$ cat src/design/dntc_pkg.sv
// Shared constants, types and elaboration helpers for the decimal-to-text-cells block.
package dntc_pkg;

  localparam int DIGIT_COUNT_DEF = 8;
  localparam int ROW_STRIDE_DEF  = 128;

  localparam int GLYPH_W = 6;

  localparam logic [GLYPH_W-1:0] GLYPH_MINUS   = 6'd14;
  localparam logic [GLYPH_W-1:0] GLYPH_ZERO    = 6'd17;
  localparam logic [GLYPH_W-1:0] GLYPH_NINE    = 6'd26;
  localparam logic [GLYPH_W-1:0] GLYPH_UNKNOWN = 6'd63;

  localparam int MINUS_COLUMN  = 2;
  localparam int MINUS_ROW     = 13;
  localparam int COLUMN_OFFSET = 12;

  // Per-item side information carried alongside the digit pipeline
  typedef struct packed {
    logic        neg;       // value was negative: minus cell goes first
    logic [31:0] row_cell;  // cell index of digit position 0 (wraps)
  } dntc_meta_t;

  // 10^n, evaluated at elaboration
  function automatic logic [63:0] pow10(input int n);
    logic [63:0] p;
    p = 64'd1;
    for (int i = 0; i < n; i++) p = p * 64'd10;
    return p;
  endfunction

  // Quotient bits needed for the top position of a 32-bit magnitude
  function automatic int top_bits(input int digits);
    logic [63:0] d;
    int          b;
    d = pow10(digits - 1);
    b = 0;
    while ((d << b) <= 64'hFFFF_FFFF) b++;
    return b;
  endfunction

  // Quotient bits resolved for digit position p
  function automatic int pos_bits(input int p, input int digits);
    return (p == 0) ? top_bits(digits) : 4;
  endfunction

  // Width of the quotient accumulator carried through the steps
  function automatic int quot_width(input int digits);
    return (top_bits(digits) > 4) ? top_bits(digits) : 4;
  endfunction

  // Index of the first subtract step of digit position p
  function automatic int step_base(input int p, input int digits);
    return (p == 0) ? 0 : top_bits(digits) + 4 * (p - 1);
  endfunction

  // Total subtract steps in the pipeline
  function automatic int step_count(input int digits);
    return top_bits(digits) + 4 * (digits - 1);
  endfunction

endpackage

$ cat src/design/dntc_front.sv
// Input stage: captures an item, forms the magnitude and the row cell index.
module dntc_front #(
  parameter int ROW_STRIDE = 128
) (
  input  logic                clk,
  input  logic                rst_n,
  input  logic                en,
  input  logic                in_valid,
  input  logic signed [31:0]  in_value,
  input  logic [6:0]          in_column,
  input  logic [5:0]          in_row,
  output logic                valid_o,
  output logic [31:0]         mag_o,
  output dntc_pkg::dntc_meta_t meta_o
);
  import dntc_pkg::*;

  logic        valid_r;
  logic [31:0] mag_r;
  dntc_meta_t  meta_r;

  logic [31:0] raw;
  logic [31:0] mag_nxt;
  logic [31:0] row_base;
  dntc_meta_t  meta_nxt;

  // Magnitude as unsigned, so the most negative value still works
  assign raw      = in_value;
  assign mag_nxt  = raw[31] ? (32'd0 - raw) : raw;
  assign row_base = 32'(ROW_STRIDE) * {26'd0, in_row};

  always_comb begin
    meta_nxt.neg      = raw[31];
    meta_nxt.row_cell = {25'd0, in_column} + row_base - 32'(COLUMN_OFFSET);
  end

  // Stage valid
  always_ff @(posedge clk) begin
    if (!rst_n) begin
      valid_r <= 1'b0;
    end else if (en) begin
      valid_r <= in_valid;
    end
  end

  // Stage payload
  always_ff @(posedge clk) begin
    if (en && in_valid) begin
      mag_r  <= mag_nxt;
      meta_r <= meta_nxt;
    end
  end

  assign valid_o = valid_r;
  assign mag_o   = mag_r;
  assign meta_o  = meta_r;

endmodule

$ cat src/design/dntc_step.sv
// One restoring-division step: conditional subtract of a shifted power of ten.
module dntc_step #(
  parameter int DIGIT_COUNT = 8,
  parameter int QW          = 9,
  parameter int POS         = 0,
  parameter int BIT         = 0,
  parameter bit FIRST       = 1'b0,
  parameter bit LAST        = 1'b0
) (
  input  logic                        clk,
  input  logic                        rst_n,
  input  logic                        en,
  input  logic                        valid_i,
  input  logic [31:0]                 mag_i,
  input  logic [QW-1:0]               q_i,
  input  logic [DIGIT_COUNT*6-1:0]    glyph_i,
  input  logic [DIGIT_COUNT-1:0]      nz_i,
  input  dntc_pkg::dntc_meta_t        meta_i,
  output logic                        valid_o,
  output logic [31:0]                 mag_o,
  output logic [QW-1:0]               q_o,
  output logic [DIGIT_COUNT*6-1:0]    glyph_o,
  output logic [DIGIT_COUNT-1:0]      nz_o,
  output dntc_pkg::dntc_meta_t        meta_o
);
  import dntc_pkg::*;

  localparam logic [63:0] SUB = pow10(DIGIT_COUNT - 1 - POS) << BIT;

  logic                       valid_r;
  logic [31:0]                mag_r;
  logic [QW-1:0]              q_r;
  logic [DIGIT_COUNT*6-1:0]   glyph_r;
  logic [DIGIT_COUNT-1:0]     nz_r;
  dntc_meta_t                 meta_r;

  logic                       take;
  logic [QW-1:0]              q_base;
  logic [31:0]                mag_nxt;
  logic [QW-1:0]              q_nxt;
  logic [DIGIT_COUNT*6-1:0]   glyph_nxt;
  logic [DIGIT_COUNT-1:0]     nz_nxt;

  // Compare, subtract, set one quotient bit; the last bit of a position fixes its glyph
  always_comb begin
    q_base    = FIRST ? '0 : q_i;
    take      = ({32'd0, mag_i} >= SUB);
    mag_nxt   = take ? (mag_i - SUB[31:0]) : mag_i;
    q_nxt     = q_base;
    q_nxt[BIT] = take;
    glyph_nxt = glyph_i;
    nz_nxt    = nz_i;
    if (LAST) begin
      nz_nxt[POS] = (q_nxt != '0);
      if (q_nxt <= QW'(9)) begin
        glyph_nxt[POS*GLYPH_W +: GLYPH_W] = GLYPH_ZERO + {2'b00, q_nxt[3:0]};
      end else begin
        glyph_nxt[POS*GLYPH_W +: GLYPH_W] = GLYPH_UNKNOWN;
      end
    end
  end

  // Stage valid
  always_ff @(posedge clk) begin
    if (!rst_n) begin
      valid_r <= 1'b0;
    end else if (en) begin
      valid_r <= valid_i;
    end
  end

  // Stage payload
  always_ff @(posedge clk) begin
    if (en && valid_i) begin
      mag_r   <= mag_nxt;
      q_r     <= q_nxt;
      glyph_r <= glyph_nxt;
      nz_r    <= nz_nxt;
      meta_r  <= meta_i;
    end
  end

  assign valid_o = valid_r;
  assign mag_o   = mag_r;
  assign q_o     = q_r;
  assign glyph_o = glyph_r;
  assign nz_o    = nz_r;
  assign meta_o  = meta_r;

endmodule

$ cat src/design/dntc_emit.sv
// Output sequencer: turns one finished number into its cell writes, one per cycle while out_stall is low.
module dntc_emit #(
  parameter int DIGIT_COUNT = 8,
  parameter int ROW_STRIDE  = 128
) (
  input  logic                        clk,
  input  logic                        rst_n,
  input  logic                        pipe_valid,
  input  logic [DIGIT_COUNT*6-1:0]    glyph_i,
  input  logic [DIGIT_COUNT-1:0]      nz_i,
  input  dntc_pkg::dntc_meta_t        meta_i,
  input  logic [31:0]                 base,
  input  logic                        out_stall,
  output logic                        take,
  output logic                        out_valid,
  output logic [31:0]                 out_cell_address,
  output logic [5:0]                  out_glyph,
  output logic                        out_last
);
  import dntc_pkg::*;

  localparam int PW = (DIGIT_COUNT > 1) ? $clog2(DIGIT_COUNT) : 1;
  localparam logic [PW-1:0] LAST_POS = PW'(DIGIT_COUNT - 1);
  localparam logic [31:0] MINUS_CELL = 32'(MINUS_COLUMN + ROW_STRIDE * MINUS_ROW);

  // Item being written out
  logic                 busy_r;
  logic                 minus_r;
  logic [PW-1:0]        pos_r;
  logic [GLYPH_W-1:0]   glyph_r [DIGIT_COUNT];
  logic [31:0]          row_cell_r;

  // Output register
  logic                 out_valid_r;
  logic [31:0]          out_addr_r;
  logic [GLYPH_W-1:0]   out_glyph_r;
  logic                 out_last_r;

  logic                 slot_free;
  logic                 fire;
  logic                 fire_last;
  logic [PW-1:0]        first_pos;
  logic [31:0]          cell_sel;
  logic [31:0]          addr_nxt;
  logic [GLYPH_W-1:0]   glyph_nxt;
  logic                 last_nxt;

  // Handshake: send a write when the output register is free, load a new number when idle or on the final write
  always_comb begin
    slot_free = !out_valid_r || !out_stall;
    fire      = busy_r && slot_free;
    fire_last = fire && !minus_r && (pos_r == LAST_POS);
    take      = pipe_valid && (!busy_r || fire_last);
  end

  // First non-zero position; the last one is always written
  always_comb begin
    first_pos = LAST_POS;
    for (int p = DIGIT_COUNT - 1; p >= 0; p--) begin
      if (nz_i[p]) first_pos = PW'(p);
    end
  end

  // Next write
  always_comb begin
    cell_sel  = minus_r ? MINUS_CELL : (row_cell_r + 32'(pos_r));
    addr_nxt  = base + {cell_sel[29:0], 2'b00};
    glyph_nxt = minus_r ? GLYPH_MINUS : glyph_r[pos_r];
    last_nxt  = !minus_r && (pos_r == LAST_POS);
  end

  // Sequencer control
  always_ff @(posedge clk) begin
    if (!rst_n) begin
      busy_r  <= 1'b0;
      minus_r <= 1'b0;
      pos_r   <= '0;
    end else if (take) begin
      busy_r  <= 1'b1;
      minus_r <= meta_i.neg;
      pos_r   <= first_pos;
    end else if (fire) begin
      if (minus_r) begin
        minus_r <= 1'b0;
      end else if (pos_r == LAST_POS) begin
        busy_r <= 1'b0;
      end else begin
        pos_r <= pos_r + PW'(1);
      end
    end
  end

  // Item payload
  always_ff @(posedge clk) begin
    if (take) begin
      row_cell_r <= meta_i.row_cell;
      for (int p = 0; p < DIGIT_COUNT; p++) begin
        glyph_r[p] <= glyph_i[p*GLYPH_W +: GLYPH_W];
      end
    end
  end

  // Output register valid
  always_ff @(posedge clk) begin
    if (!rst_n) begin
      out_valid_r <= 1'b0;
    end else if (slot_free) begin
      out_valid_r <= fire;
    end
  end

  // Output register payload
  always_ff @(posedge clk) begin
    if (fire) begin
      out_addr_r  <= addr_nxt;
      out_glyph_r <= glyph_nxt;
      out_last_r  <= last_nxt;
    end
  end

  assign out_valid        = out_valid_r;
  assign out_cell_address = out_addr_r;
  assign out_glyph        = out_glyph_r;
  assign out_last         = out_last_r;

endmodule

$ cat src/design/decimal_number_to_text_cells.sv
// Top level: signed number to a burst of character-cell writes.
//
// Input channel (in_valid/in_stall): value, column, row of one number. A
// transfer happens on a clock edge with in_valid high and in_stall low.
// Output channel (out_valid/out_stall): one cell write per transfer, byte
// address and glyph, with out_last on the final write of a number. A
// negative number gives the minus cell first; leading zeros are skipped.
// cfg_write_en/cfg_write_data load the text memory base address; write it
// only while no number is in flight.
// Each number gives one cell write per cycle while out_stall is low (1 to
// DIGIT_COUNT+1 writes, at most 9 by default): the single output port sets the
// rate. The input is taken every cycle while the pipeline has room.
// The digits come from a chain of conditional-subtract stages, one quotient
// bit each (37 for eight digits); the first write reaches out_valid through
// the input stage, the step stages, the sequencer and the output register.
// Reset (rst_n low, synchronous) empties the pipeline, drops out_valid and
// clears the base address. out_stall holds the output register; numbers
// queue behind it in the sequencer and the pipeline, nothing is lost or
// repeated, and in_stall rises once the last stage holds a number that
// cannot move on.
module decimal_number_to_text_cells #(
  parameter int DIGIT_COUNT = dntc_pkg::DIGIT_COUNT_DEF,
  parameter int ROW_STRIDE  = dntc_pkg::ROW_STRIDE_DEF
) (
  input  logic               clk,
  input  logic               rst_n,
  input  logic               cfg_write_en,
  input  logic [31:0]        cfg_write_data,
  input  logic               in_valid,
  output logic               in_stall,
  input  logic signed [31:0] in_value,
  input  logic [6:0]         in_column,
  input  logic [5:0]         in_row,
  output logic               out_valid,
  input  logic               out_stall,
  output logic [31:0]        out_cell_address,
  output logic [5:0]         out_glyph,
  output logic               out_last
);
  import dntc_pkg::*;

  localparam int QW = quot_width(DIGIT_COUNT);
  localparam int NS = step_count(DIGIT_COUNT);

  logic [31:0] text_memory_base_r;
  logic        en;
  logic        take;

  // Pipeline stage signals; index 0 is the input stage
  logic                       st_valid [NS+1];
  logic [31:0]                st_mag   [NS+1];
  logic [QW-1:0]              st_q     [NS+1];
  logic [DIGIT_COUNT*6-1:0]   st_glyph [NS+1];
  logic [DIGIT_COUNT-1:0]     st_nz    [NS+1];
  dntc_meta_t                 st_meta  [NS+1];

  // Base address register
  always_ff @(posedge clk) begin
    if (!rst_n) begin
      text_memory_base_r <= '0;
    end else if (cfg_write_en) begin
      text_memory_base_r <= cfg_write_data;
    end
  end

  // Whole pipeline moves unless its last stage holds an item the sequencer cannot take
  assign en       = !st_valid[NS] || take;
  assign in_stall = !en;

  dntc_front #(
    .ROW_STRIDE (ROW_STRIDE)
  ) u_front (
    .clk       (clk),
    .rst_n     (rst_n),
    .en        (en),
    .in_valid  (in_valid),
    .in_value  (in_value),
    .in_column (in_column),
    .in_row    (in_row),
    .valid_o   (st_valid[0]),
    .mag_o     (st_mag[0]),
    .meta_o    (st_meta[0])
  );

  assign st_q[0]     = '0;
  assign st_glyph[0] = '0;
  assign st_nz[0]    = '0;

  // Division chain: every digit position, every quotient bit, one stage each
  for (genvar p = 0; p < DIGIT_COUNT; p++) begin : g_pos
    for (genvar j = 0; j < pos_bits(p, DIGIT_COUNT); j++) begin : g_bit
      localparam int S = step_base(p, DIGIT_COUNT) + j;
      dntc_step #(
        .DIGIT_COUNT (DIGIT_COUNT),
        .QW          (QW),
        .POS         (p),
        .BIT         (pos_bits(p, DIGIT_COUNT) - 1 - j),
        .FIRST       (j == 0),
        .LAST        (j == pos_bits(p, DIGIT_COUNT) - 1)
      ) u_step (
        .clk     (clk),
        .rst_n   (rst_n),
        .en      (en),
        .valid_i (st_valid[S]),
        .mag_i   (st_mag[S]),
        .q_i     (st_q[S]),
        .glyph_i (st_glyph[S]),
        .nz_i    (st_nz[S]),
        .meta_i  (st_meta[S]),
        .valid_o (st_valid[S+1]),
        .mag_o   (st_mag[S+1]),
        .q_o     (st_q[S+1]),
        .glyph_o (st_glyph[S+1]),
        .nz_o    (st_nz[S+1]),
        .meta_o  (st_meta[S+1])
      );
    end
  end

  dntc_emit #(
    .DIGIT_COUNT (DIGIT_COUNT),
    .ROW_STRIDE  (ROW_STRIDE)
  ) u_emit (
    .clk              (clk),
    .rst_n            (rst_n),
    .pipe_valid       (st_valid[NS]),
    .glyph_i          (st_glyph[NS]),
    .nz_i             (st_nz[NS]),
    .meta_i           (st_meta[NS]),
    .base             (text_memory_base_r),
    .out_stall        (out_stall),
    .take             (take),
    .out_valid        (out_valid),
    .out_cell_address (out_cell_address),
    .out_glyph        (out_glyph),
    .out_last         (out_last)
  );

endmodule

$ cat config.mk
export PLATFORM = sky130hd
export DESIGN_NAME = decimal_number_to_text_cells
export DESIGN_NICKNAME = d
export VERILOG_FILES = /design/src/design/dntc_pkg.sv /design/src/design/dntc_front.sv /design/src/design/dntc_step.sv /design/src/design/dntc_emit.sv /design/src/design/decimal_number_to_text_cells.sv
export SDC_FILE = /design/constraint.sdc
export NUM_CORES = 2
export LEC_CHECK = 0
export ABC_AREA = 1
export BUFFER_PORTS_ARGS = -buffer_cell sky130_fd_sc_hd__buf_2
export CAP_MARGIN = 15
export CORE_MARGIN = 8
export CORE_UTILIZATION = 45
export CTS_BUF_LIST = sky130_fd_sc_hd__clkbuf_4
export DETAILED_ROUTE_END_ITERATION = 8
export SYNTH_ARGS = -nofsm -noshare
export SYNTH_HDL_FRONTEND = slang
export SYNTH_SLANG_ARGS = --single-unit
$ cat constraint.sdc
create_clock -name clk -period 11.23 [get_ports clk]
set_input_delay 1.6845 -clock clk [delete_from_list [all_inputs] [get_ports clk]]
set_output_delay 1.6845 -clock clk [all_outputs]
set_load 0.05 [all_outputs]
After elaboration in Yosys (flattened, before gate mapping)

Memories as Yosys holds them, arrays and structs flattened. A register that Yosys moved wholly into a read port is not among the register bits.
Cells that the tools add are included.
Widths: inputs -> output; s select.

Input port bits: 82
Memories: 1
Output and inout bits: 41
RAM bits: 48
Register bits after elaboration: 3418

Add/subtract/negate cells: 50
Muxes and demuxes: 57
Reductions and logical operators: 63
Eq/ne operators: 3
Magnitude comparators: 45

Memory list:

| memory         | words | width | read ports | clocked after memory_dff | wr ports | line            | RTL |
|---|---|---|---|---|---|---|---|
| u_emit.glyph_r | 8     | 6     | 1          | 1                        | 8        | dntc_emit.sv:30 | `logic [GLYPH_W-1:0] glyph_r [DIGIT_COUNT];` |

Operators by type and width:

| cell                   | count |
|---|---|
| $mux 32                | 36 |
| $ge 32x10->1 const B   | 2 |
| $ge 32x17->1 const B   | 2 |
| $ge 32x20->1 const B   | 2 |
| $ge 32x4->1 const B    | 2 |
| $ge 32x7->1 const B    | 2 |
| $sub 32x10->32 const B | 2 |
| $sub 32x17->32 const B | 2 |
| $sub 32x20->32 const B | 2 |
| $sub 32x4->32 const B  | 2 |
| $sub 32x7->32 const B  | 2 |
| $reduce_bool 9->1      | 7 |
| $add 5x4->6 const A    | 8 |
| $logic_and 1x1->1      | 43 |
| $add 32x32->32         | 1 |
| $ge 32x1->1 const B    | 1 |
| $ge 32x11->1 const B   | 1 |
| $ge 32x12->1 const B   | 1 |
| $ge 32x13->1 const B   | 1 |
| $ge 32x14->1 const B   | 1 |
| $ge 32x15->1 const B   | 1 |
| $ge 32x16->1 const B   | 1 |
| $ge 32x18->1 const B   | 1 |
| $ge 32x19->1 const B   | 1 |
| 62 further kinds       | 94 |

Depth between registers and ports, before layout

Depth in word-level cells: 9
Gate-level depth with buffers: 26
Depth with buffers taken out: 25

Cells and area by module

From an unflattened synthesis, not the netlist that was laid out.

Cells, all modules: 15432
Area total of the unflattened synthesis: 199541.4 um^2

By module, submodules not included:

| module                                | area an instance (um^2) | instances | seq. area each (um^2) | cells an instance |
|---|---|---|---|---|
| dntc_emit                             | 7154.4                  | 1         | 3633.5                | 801 |
| dntc_step at g_pos[1].g_bit[3].u_step | 5408.9                  | 1         | 3923.8                | 434 |
| dntc_step at g_pos[7].g_bit[3].u_step | 5396.4                  | 1         | 3923.8                | 431 |
| dntc_step at g_pos[3].g_bit[3].u_step | 5391.4                  | 1         | 3923.8                | 435 |
| dntc_step at g_pos[6].g_bit[3].u_step | 5346.4                  | 1         | 3923.8                | 420 |
| dntc_step at g_pos[5].g_bit[3].u_step | 5321.4                  | 1         | 3923.8                | 413 |
| dntc_step at g_pos[0].g_bit[8].u_step | 5320.1                  | 1         | 3923.8                | 418 |
| dntc_step at g_pos[3].g_bit[1].u_step | 5293.8                  | 1         | 3923.8                | 406 |
| dntc_step at g_pos[7].g_bit[1].u_step | 5278.8                  | 1         | 3923.8                | 428 |
| dntc_step at g_pos[6].g_bit[2].u_step | 5258.8                  | 1         | 3923.8                | 420 |
| dntc_step at g_pos[4].g_bit[3].u_step | 5243.8                  | 1         | 3923.8                | 411 |
| dntc_step at g_pos[2].g_bit[2].u_step | 5210.0                  | 1         | 3923.8                | 402 |
| dntc_step at g_pos[2].g_bit[3].u_step | 5206.2                  | 1         | 3923.8                | 378 |
| dntc_step at g_pos[0].g_bit[7].u_step | 5196.2                  | 1         | 3923.8                | 401 |
| +26 rows                              | --                      | --        | --                    | -- |

Least setup slack after synthesis

No wires, ideal clock.

Path kind: input to register
From: input port out_stall
To: register g_pos[7].g_bit[2].u_step.glyph_r[0] (enable)
Required time: 10.776 ns
Buffers on the path: 1
Stages on the path: 8
Setup time: 0.454 ns
Arrival time: 4.225 ns
Setup slack: 6.552 ns
Cells stage by stage: nand2_1 -> nand2_1 -> nand2_1 -> nor2_1 -> inv_1 -> buf_2 -> nand2_1 -> inv_1

Word-level cells in the longest chain between the ends: 9

RTL lines:

| element                        | line                               | RTL |
|---|---|---|
| start: declaration             | decimal_number_to_text_cells.sv:35 | `input logic out_stall,` |
| $logic_not 1->1                | dntc_emit.sv:50                    | `slot_free = !out_valid_r \|\| !out_stall;` |
| $logic_or 1x1->1               | dntc_emit.sv:50                    |  |
| $logic_and 1x1->1              | dntc_emit.sv:51                    | `fire = busy_r && slot_free;` |
| $logic_and 1x1->1 (2 in a row) | dntc_emit.sv:52                    | `fire_last = fire && !minus_r && (pos_r == LAST_POS);` |
| $logic_or 1x1->1               | dntc_emit.sv:53                    | `take = pipe_valid && (!busy_r \|\| fire_last);` |
| $logic_and 1x1->1              | dntc_emit.sv:53                    |  |
| $logic_or 1x1->1               | decimal_number_to_text_cells.sv:67 | `assign en = !st_valid[NS] \|\| take;` |
| $logic_and 1x1->1              | dntc_step.sv:74                    | `if (en && valid_i) begin` |
| end signal: assignment         | dntc_step.sv:77                    | `glyph_r <= glyph_nxt;` |
| end: declaration               | dntc_step.sv:33                    | `logic [DIGIT_COUNT*6-1:0] glyph_r;` |

Every way passes these cells.
A chain may end at the register's enable or synchronous reset.

Worst setup path in the final report

From: register u_emit.pos_r[0]
To: output port in_stall

Word-level cells in the longest chain between the ends: 6

RTL lines:

| element                  | line                               | RTL |
|---|---|---|
| start: declaration       | dntc_emit.sv:29                    | `logic [PW-1:0] pos_r;` |
| start signal: assignment | dntc_emit.sv:81                    | `pos_r <= first_pos;` |
| start signal: assignment | dntc_emit.sv:88                    | `pos_r <= pos_r + PW'(1);` |
| $eq 3x3->1               | dntc_emit.sv:52                    |  |
| $logic_and 1x1->1        | dntc_emit.sv:52                    |  |
| $logic_or 1x1->1         | dntc_emit.sv:53                    |  |
| $logic_and 1x1->1        | dntc_emit.sv:53                    |  |
| $logic_or 1x1->1         | decimal_number_to_text_cells.sv:67 |  |
| $logic_not 1->1          | decimal_number_to_text_cells.sv:68 | `assign in_stall = !en;` |
| end: declaration         | decimal_number_to_text_cells.sv:30 | `output logic in_stall,` |

Every way passes these cells.

==> flow_summary.toml <==
[clock_network]
cts_sinks = 2887
post_cts_buffers = 0
postCtsHoldBufs = 0
cts_tree = "done"
root_buffer = "clkbuf_4"
clk_pin_slew_ps = 60
cts_inserted_buffers = 727
post_cts_resized = 0
htree_levels = 6
clk_latency_ps = 1500
cts.path.max_buffers = 4

[run]
max-cap-violations = 0

[min_path]
hold_path_class = "reg2reg"

[logic_synthesis]
avgSynthCellArea_sq_um = 10.74
yosys_warnings = 0
netlist_area_sq_um = 127500
ys.flop_type = "edfxtp_1"
ys_ff_latch = 2887
ys_async_sr_fraction_pct = 0
synthDistinctLibCells = 69
ys_seq_area_share_pct = 67.38
syn_inst = 11870
synth_edf_count = 2811

[power_and_ir_drop]
power_switching_w = 0.004439
vdd_drop_max_mv = 0.07884
p_sw_share_pct = 21.33
power.density_nw_per_um2 = 146.7
p_comb_share_pct = 1.3
power_frac_seq_pct = 56.4
pwr-share-clk_pct = 42.3
p_int_w = 0.01637
power.leakage_nw = 51.88

[detailed_routing]
dr.pass1.iters = 9
drt_iter0_markers = 6547
num_vias = 85250
ant_nets = 0
wl_um = 309600
wl_per_cell_um = 18.27
routed_via_density = 5.032
drc = 0

[timing]
finalSetupViolCount = 0
rsz0062_at_grt = "no"
fmax_mhz = 176.4
slew_headroom_pct = 26.00
tns_ps = 0
worst_hold_slack_ps = 295.5
tightest_slew_ps = 1110
slew_violations = 0
min_period_over_period_pct = 50.47
fin_crit_ps = 5668
hold_viol = 0
clock-skew-final_ps = 129.2

[critical_path]
r2r-end = "g_pos[6].g_bit[1].u_step.meta_o[10]"
crit_end = "in_stall"
crit_required_ps = 9550
critPathMaxFanout = 31
ff2ff_setup_slack_ps = 6440
cp_data_arrival_time_ps = 3980
worstRegToRegCells = 12
critPathLaunch = "u_emit.pos_r[0]"
r2r_start = "u_emit.pos_r[0]"
cp-end-kind = "output pin"
cp-start-kind = "register"
crit_type = "reg2out"

[grt]
grt_pass1_vias = 83820
grt_first_pass_wirelength_um = 476200
grt_max_degree = 78
overflow = 0
grt_antenna_before_repair = 7
grt_usage_pct = 20.06

[floorplan]
core_area_sq_um = 282000
die-area_sq_um = 300700
io_pins = 123
die_w_um = 548.4
rows = 195
start_util_pct = 45.22
dieHeight_um = 548.4

[place]
hpwl_um = 226700
io_buffers = 122
globalplace.congestion = 0.9477

[final_layout]
drive_gt1_share_pct = 11.54
areaGrowthSynthToFinish_pct = 11.18
fin_nets = 12850

[status]
status = "finished clean"
[cell usage after synthesis, types with 24 or more instances]
cell / count / area share [%]
o21ai_0: 447 / 1.8
or2_2: 46 / 0.23
buf_2: 46 / 0.18
clkbuf_1: 28 / 0.082
dfxtp_1: 76 / 1.2
nand4_1: 250 / 1.2
nand2_1: 2844 / 8.4
xor2_1: 309 / 2.1
inv_1: 1404 / 4.1
a21oi_1: 404 / 1.6
edfxtp_1: 2811 / 66
nor2_2: 35 / 0.17
xnor2_1: 143 / 0.98
nand3_1: 673 / 2.6
o21ai_1: 51 / 0.20
nor2_1: 1681 / 4.9
buf_4: 24 / 0.14
ha_1: 119 / 1.2
inv_2: 39 / 0.11
nor3_1: 113 / 0.44
nand3b_1: 87 / 0.51
[power groups by stage]
| stage | logic, W | clock network (W) | registers (W) |
|---|---|---|---|
| detailed placement | 0.000266 | 0 | 0.0120 |
| finish | 0.000269 | 0.00880 | 0.0117 |
| CTS | 0.000269 | 0.00919 | 0.0117 |
| floorplan | 0.000182 | 0 | 0.0119 |
| global placement | 0.000266 | 0 | 0.0120 |
| global route | 0.000306 | 0.00971 | 0.0117 |
[per-stage QoR]
| stage | cell area, sq um | instances | utilization, % | worst slack [ps] | power [W] |
|---|---|---|---|---|---|
| 2_1_floorplan | 127600 | 11880 | - | 6552 | 0.01213 |
| 3_3_place_gp | 132300 | 15660 | 46.92 | 6124 | 0.01224 |
| 3_5_place_dp | 132300 | 15660 | 46.92 | 6094 | 0.01224 |
| 4_1_cts | 141700 | 16930 | 50.23 | 5331 | 0.02119 |
| 5_1_grt | 141800 | 16940 | 50.27 | 5210 | 0.02174 |
| 6_report | 141800 | 16940 | 50.28 | 5562 | 0.02081 |
[cells in the final DEF (no fill, tap or decap), drive strengths merged, types with 8 or more instances in the layout]
cell / count
edfxtp: 2811
clkinv: 221
or2: 49
and2: 18
nand2: 2870
buf: 165
clkbuf: 1019
ha: 119
conb: 8
nor3: 119
a21oi: 414
dfxtp: 76
o211ai: 16
xnor2: 143
xor2: 310
and3: 10
o21bai: 13
o21ai: 505
nand4: 253
nand3b: 88
nor2: 1729
bufinv: 15
a31oi: 11
nand3: 685
nor4: 16
inv: 1465
[cell families (layout without fill, tap and decap cells)]
logic type / count (synthesis) / in the layout / synth area share [%]
flops: 2887 / 2887 / 67.38
compound gates: 989 / 989 / 4.081
buf+inv: 1576 / 2889 / 4.927
fa+ha+maj: 121 / 121 / 1.199
xor+xnor: 453 / 453 / 3.117
simple gates: 5847 / 5847 / 19.30
other cells: 1 / 14 / 0.002940
[area by class of cell]
| type | count | area, sq um |
|---|---|---|
| Fill cell | 25670 | 140200 |
| Sequential cell | 2887 | 85930 |
| Multi-Input combinational cell | 7418 | 35360 |
| Clock buffer | 1019 | 7650 |
| Inverter | 1448 | 5465 |
| Tap cell | 3743 | 4683 |
| Clock inverter | 257 | 1694 |
| Timing Repair Buffer | 165 | 1003 |
| Antenna cell | 6 | 15.01 |
[worst min path at each step]
stage | end | cells after the start | from
floorplan | g_pos[0].g_bit[0].u_step.mag_o[0] | 0 | u_front.mag_o[0]
global placement | g_pos[7].g_bit[2].u_step.glyph_o[24] | 0 | g_pos[7].g_bit[1].u_step.glyph_o[24]
detailed placement | g_pos[0].g_bit[0].u_step.meta_o[2] | 0 | u_front.meta_o[2]
CTS | u_front.meta_o[1] | 1 | in_column[1]
global route | text_memory_base_r[8] | 3 | cfg_write_data[8]
finish | g_pos[3].g_bit[0].u_step.meta_o[6] | 0 | g_pos[2].g_bit[3].u_step.meta_o[6]
[metal layers]
layer / global-route usage, % / share of wire (%)
met4: 6.757 / 3.0
met1: 25.79 / 43
met5: 0 / 0.014
met3: 3.327 / 5.0
met2: 34.63 / 49
[flip-flops by register name, indices dropped and copies added (netlist names), 3 cells and up]
register,count
g_pos.g_bit.u_step.glyph_o,720
g_pos.g_bit.u_step.mag_o,1152
g_pos.g_bit.u_step.meta_o,592
g_pos.g_bit.u_step.nz_o,119
g_pos.g_bit.u_step.q_o,78
g_pos.g_bit.u_step.valid_o,37
text_memory_base_r,32
u_emit.glyph_r,48
u_emit.out_cell_address,32
u_emit.out_glyph,6
u_emit.pos_r,3
u_emit.row_cell_r,15
u_front.mag_o,32
u_front.meta_o,16
[worst max-delay path, cell delays in order, from the launching register on]
cell and delay (ps):
dfxtp_1 620, ha_1 380, ha_1 200, inv_1 60, nor2_1 50, nand2_1 100
nand2_1 120, nor2_4 230, buf_4 370, buf_2 360
Power figures use the tool's default switching activity.
